--- config.mk ---
export PLATFORM = sky130hd
export DESIGN_NAME = knn_ctrl
export DESIGN_NICKNAME = d
export VERILOG_FILES = /design/src/knn_pkg.sv /design/src/knn_ctrl.sv
export SDC_FILE = /design/constraint.sdc
export NUM_CORES = 1
export LEC_CHECK = 0
export BUFFER_PORTS_ARGS = -buffer_cell sky130_fd_sc_hd__buf_2
export CORE_AREA = 4 4 41 43
export CTS_CLUSTER_SIZE = 12
export DETAILED_ROUTE_END_ITERATION = 6
export DIE_AREA = 0 0 45 47
export SYNTH_ARGS = -nofsm -noshare
export SYNTH_HDL_FRONTEND = slang
export SYNTH_SLANG_ARGS = --single-unit
--- constraint.sdc ---
create_clock -name aclk -period 1.7 [get_ports aclk]
set_clock_uncertainty 0.05 [all_clocks]
set_input_delay 0.17 -clock aclk [delete_from_list [all_inputs] [get_ports aclk]]
set_output_delay 0.17 -clock aclk [all_outputs]
set_load 0.02 [all_outputs]
--- src/knn_pkg.sv ---
// Shared types and constants for the k-nearest-neighbor search block.
package knn_pkg;

    localparam int MaxEntries  = 256;
    localparam int NumFeatures = 5;
    localparam int MaxK        = 16;
    localparam int FeatureBits = 16;

    localparam int IdxW   = $clog2(MaxEntries);
    localparam int CntW   = $clog2(MaxEntries + 1);
    localparam int KW     = $clog2(MaxK + 1);
    localparam int SlotW  = $clog2(MaxK);
    localparam int VecW   = NumFeatures * FeatureBits;
    localparam int DistW  = 35;
    localparam int DiffW  = FeatureBits + 1;
    localparam int SqW    = 2 * DiffW;
    localparam int FeatSelW = (NumFeatures > 1) ? $clog2(NumFeatures) : 1;

    localparam logic [DistW-1:0] DistMax = '1;

    typedef enum logic [1:0] {
        OP_CLEAR  = 2'd0,
        OP_APPEND = 2'd1,
        OP_QVEC   = 2'd2,
        OP_QIDX   = 2'd3
    } opcode_t;

    typedef enum logic [2:0] {
        ST_IDLE,
        ST_LOADQ,
        ST_SCAN,
        ST_DRAIN,
        ST_EMIT
    } state_t;

    // controller -> datapath
    typedef struct packed {
        logic clear;
        logic append;
        logic load_vec;     // take query from input word
        logic load_mem;     // take query from memory read data
        logic start_scan;
        logic scan;         // issue one entry read this cycle
        logic emit_start;
        logic emit_next;
        logic empty_out;
    } knn_cmd_t;

    // datapath -> controller
    typedef struct packed {
        logic            scan_done;   // all reads issued
        logic            pipe_empty;  // no distance in flight
        logic            held_zero;
        logic            emit_last;   // slot being shown is final
        logic            idx_bad;
    } knn_sts_t;

endpackage

--- src/knn_ctrl.sv ---
// Controller state machine for the k-nearest-neighbor search block.
module knn_ctrl (
    input  logic              aclk,
    input  logic              aresetn,
    input  logic              in_valid,
    input  knn_pkg::opcode_t  in_op,
    input  logic              out_busy,   // output register full and not taken
    output logic              in_ready,
    output knn_pkg::knn_cmd_t cmd,
    input  knn_pkg::knn_sts_t sts
);

    knn_pkg::state_t state_reg, state_next;
    logic            acc;

    assign acc = in_valid && in_ready;

    // next state
    always_comb begin
        state_next = state_reg;
        unique case (state_reg)
            knn_pkg::ST_IDLE: begin
                if (acc && in_op == knn_pkg::OP_QVEC) begin
                    state_next = knn_pkg::ST_SCAN;
                end else if (acc && in_op == knn_pkg::OP_QIDX) begin
                    state_next = knn_pkg::ST_LOADQ;
                end
            end
            knn_pkg::ST_LOADQ: begin
                state_next = sts.idx_bad ? knn_pkg::ST_EMIT : knn_pkg::ST_SCAN;
            end
            knn_pkg::ST_SCAN: begin
                if (sts.scan_done) state_next = knn_pkg::ST_DRAIN;
            end
            knn_pkg::ST_DRAIN: begin
                if (sts.pipe_empty) state_next = knn_pkg::ST_EMIT;
            end
            knn_pkg::ST_EMIT: begin
                if (!out_busy && (sts.emit_last || sts.held_zero || sts.idx_bad))
                    state_next = knn_pkg::ST_IDLE;
            end
            default: state_next = knn_pkg::ST_IDLE;
        endcase
    end

    // outputs
    always_comb begin
        cmd      = '0;
        in_ready = 1'b0;
        unique case (state_reg)
            knn_pkg::ST_IDLE: begin
                in_ready       = 1'b1;
                cmd.clear      = acc && in_op == knn_pkg::OP_CLEAR;
                cmd.append     = acc && in_op == knn_pkg::OP_APPEND;
                cmd.load_vec   = acc && (in_op == knn_pkg::OP_QVEC || in_op == knn_pkg::OP_QIDX);
                cmd.start_scan = acc && in_op == knn_pkg::OP_QVEC;
            end
            knn_pkg::ST_LOADQ: begin
                cmd.load_mem   = 1'b1;
                cmd.start_scan = !sts.idx_bad;
            end
            knn_pkg::ST_SCAN: begin
                cmd.scan = !sts.scan_done;
            end
            knn_pkg::ST_DRAIN: begin
                cmd.emit_start = sts.pipe_empty;
            end
            knn_pkg::ST_EMIT: begin
                if (!out_busy) begin
                    cmd.empty_out = sts.held_zero || sts.idx_bad;
                    cmd.emit_next = !(sts.held_zero || sts.idx_bad);
                end
            end
            default: ;
        endcase
    end

    always_ff @(posedge aclk) begin
        if (!aresetn) state_reg <= knn_pkg::ST_IDLE;
        else          state_reg <= state_next;
    end

endmodule

==> flow_summary.yaml <==
logic_synthesis:
  netlist_top_cells_count: "nor2_1 (5), dfxtp_1 (3), nand2_1 (3), nor3_1 (3), or3_1 (2)"
  yosysUniqueCellTypes: 22
  synth_area_leader_cell: "dfxtp_1"
  synthTopCellsByArea: "dfxtp_1 (23%), nor2_1 (7.3%), nor3_1 (5.8%)"
  syn-cell-area_um2: 258
  yosysMostFrequentCell: "nor2_1"
  synth_warnings: 0
  synth_edf_count: 0
  synthCells: 33
  synth_top_cell_area_share: 0.233
  async_flop_share: 0
  avgSynthCellArea_um2: 7.81
  seq_area_frac_synth: 0.233
  syn-num-nets: 44
  synthFlopType: "dfxtp_1"
  ys_ff_latch: 3
power:
  seqPwrFrac: 0.297
  power.total_uw: 291
  p_sw_frac: 0.311
  leakage_nw: 0.198
  switching_power_uw: 90.6
  p_comb_frac: 0.271
  pwr_density_cell_mw_per_mm2: 715
  p_clk_frac: 0.433
  vdd.ir_drop.worst_v: 0.000192
  p_int_uw: 200
critical_path:
  end_kind: "primary output"
  cp_max_fo: 9
  start_kind: "flip-flop"
  path_class: "flip-flop to primary output"
  worst_r2r_endpoint: "state_reg[1]$_SDFFE_PN0P_"
  critPathArrivalTime_ns: 1.37
  ff2ff_path_depth: 3
  r2r-start: "state_reg[2]$_SDFFE_PN0P_"
  r2r_slack_ns: 0.41
  critPathRequiredTime_ns: 1.48
global_routing:
  grt_pass1_vias: 318
  antenna_found_initial: 0
  grt_start_max_net_pins: 10
  gr-total-overflow: 0
  track_usage: 0.0861
  grt_first_pass_wirelength_mm: 1.26
layout:
  nNetsFinal: 68
  largest_register_ffs: 3
  syn_to_final_growth_pct: 57.8
  final_cell_area_um2: 407
  n_antenna_cell: 0
  drive_above_1_share: 0.500
  fill_cells: 160
floorplan:
  die_width_um: 45
  die_area_mm2: 0.00212
  dieHeight_um: 47
  io_pins: 21
  start_util: 0.198
  core_area_mm2: 0.00130
  std_cell_rows: 13
drt:
  wl_per_cell_um: 10.9
  vias: 329
  drt_wl_total_um: 771
  dr.pass1.iters: 2
  drt_iter0_markers: 1
  vias_per_cell: 4.63
  ant_nets: 0
  drc_errors: 0
cts:
  post_cts_buffers: 0
  clkSinkCount: 3
  root_buffer: "clkbuf_4"
  holdBufCountCts: 0
  cts_buffers: 3
  cts_tree: "done"
  clk_latency_ns: 0.23
  htree_num_levels: 1
  cts.clk_slew.worst_paths_ns: 0.04
  clockBufferDepth: 2
timing:
  fin_crit_ns: 1.59
  final-setup-viol-count: 0
  hold_ws_ns: 0.174
  timing_hold_violations_final: 0
  timing.setup.tns_ns: 0
  fmax_mhz: 628
  slew_headroom: 0.797
  worst_pin_slew_ns: 0.304
  fin_crit_sh: 0.936
  drv_slew: 0
  rsz0062_at_grt: "false"
run_status:
  status: "finished clean"
min_path:
  worst_hold_startpoint: "aresetn"
  hp-class: "input pin to flip-flop"
  worstHoldPathCells: 3
  min_to: "state_reg[0]$_SDFFE_PN0P_"
job:
  drv_cap: 0
placement:
  gp_congestion: 0.738
  placed_area_um2: 369
  dp.final_hpwl_um: 611
  port_buffers: 20
## cell type report
cell class | instances | area [µm²] | share of cell area
Multi-Input combinational cell | 28 | 195 | 0.480
Timing Repair Buffer | 20 | 100 | 0.246
Sequential cell | 3 | 62.6 | 0.154
Clock buffer | 4 | 26.3 | 0.0646
Tap cell | 15 | 18.8 | 0.0462
Inverter | 1 | 3.75 | 0.00923
## routing by layer
metal	track usage	wire length (µm)	vias to the layer above
met4	0.105	19	0
met2	0.119	358	14
met5	0	0	-
li1	-	-	170
met1	0.105	332	143
met3	0.0115	61	2
## power by group through the flow
stage / Combinational, mW / Sequential, mW / Clock [mW]
final: 0.0788 / 0.0863 / 0.126
after CTS: 0.0790 / 0.0851 / 0.135
after global routing: 0.0870 / 0.0874 / 0.140
after detailed placement: 0.0763 / 0.0850 / 0
after floorplan: 0.0515 / 0.0798 / 0
after global placement: 0.0753 / 0.0852 / 0
## how the worst max path moves through the flow
stage                               from     end  slack [ns]  cells past startpoint
2_1_floorplan  state_reg[1]$_SDFFE_PN0P_  cmd[8]        0.17                      3
3_3_place_gp   state_reg[2]$_SDFFE_PN0P_  cmd[4]        0.31                      4
3_5_place_dp   state_reg[2]$_SDFFE_PN0P_  cmd[4]        0.25                      4
4_1_cts        state_reg[0]$_SDFFE_PN0P_  cmd[4]        0.05                      4
5_1_grt        state_reg[2]$_SDFFE_PN0P_  cmd[4]        0.02                      4
6_report       state_reg[1]$_SDFFE_PN0P_  cmd[8]        0.11                      3
## kinds of logic (layout without fill, tap and decap cells)
| logic type | after synthesis | count (layout) | synth area share |
|---|---|---|---|
| buffers and inverters | 2 | 25 | 0.0437 |
| AO/OA/AOI/OAI | 5 | 5 | 0.155 |
| AND/OR/NAND/NOR | 22 | 22 | 0.529 |
| multiplexers | 1 | 1 | 0.0388 |
| flip-flops | 3 | 3 | 0.233 |
## critical path, cell delays in order, from the launching register on
cell,delay [ns]
dfxtp_2,0.37
nor4b_4,0.37
nor3b_1,0.21
buf_2,0.19
## cells in the final DEF, fill, tap and decap left out
| master | netlist | layout |
|---|---|---|
| nor4b_1 | 1 | 1 |
| o2111ai_1 | 1 | 1 |
| nand3b_1 | 1 | 1 |
| buf_2 | 0 | 20 |
| clkbuf_4 | 0 | 3 |
| nor3b_1 | 1 | 1 |
| a311oi_1 | 1 | 1 |
| o31ai_1 | 1 | 1 |
| nor4b_4 | 0 | 1 |
| inv_1 | 1 | 1 |
| nor4_1 | 1 | 1 |
| nor2_1 | 5 | 5 |
| clkbuf_1 | 0 | 1 |
| nand2b_4 | 1 | 1 |
| a21oi_1 | 1 | 1 |
| a21bo_2 | 1 | 1 |
| nand2_1 | 3 | 3 |
| and3b_1 | 1 | 1 |
| dfxtp_1 | 3 | 1 |
| or3_1 | 2 | 2 |
| nor3_1 | 3 | 3 |
| dfxtp_2 | 0 | 2 |
| and2_1 | 1 | 1 |
| mux2i_1 | 1 | 1 |
| nand3_1 | 1 | 1 |
## through the flow
step | setup WS, ns | util | std cells
after floorplan | 0.167 | - | 33
after global placement | 0.315 | 0.284 | 67
after detailed placement | 0.252 | 0.284 | 67
after CTS | 0.0453 | 0.311 | 71
after global routing | 0.0160 | 0.313 | 71
final | 0.108 | 0.313 | 71
## repair_timing
action | in CTS | in global routing
hold endpoints to repair | 0 | 0
pin swaps | 0 | 1
setup endpoints to repair | 2 | 2
gates resized for setup | 1 | 2
(Power assumes the default switching activity.)
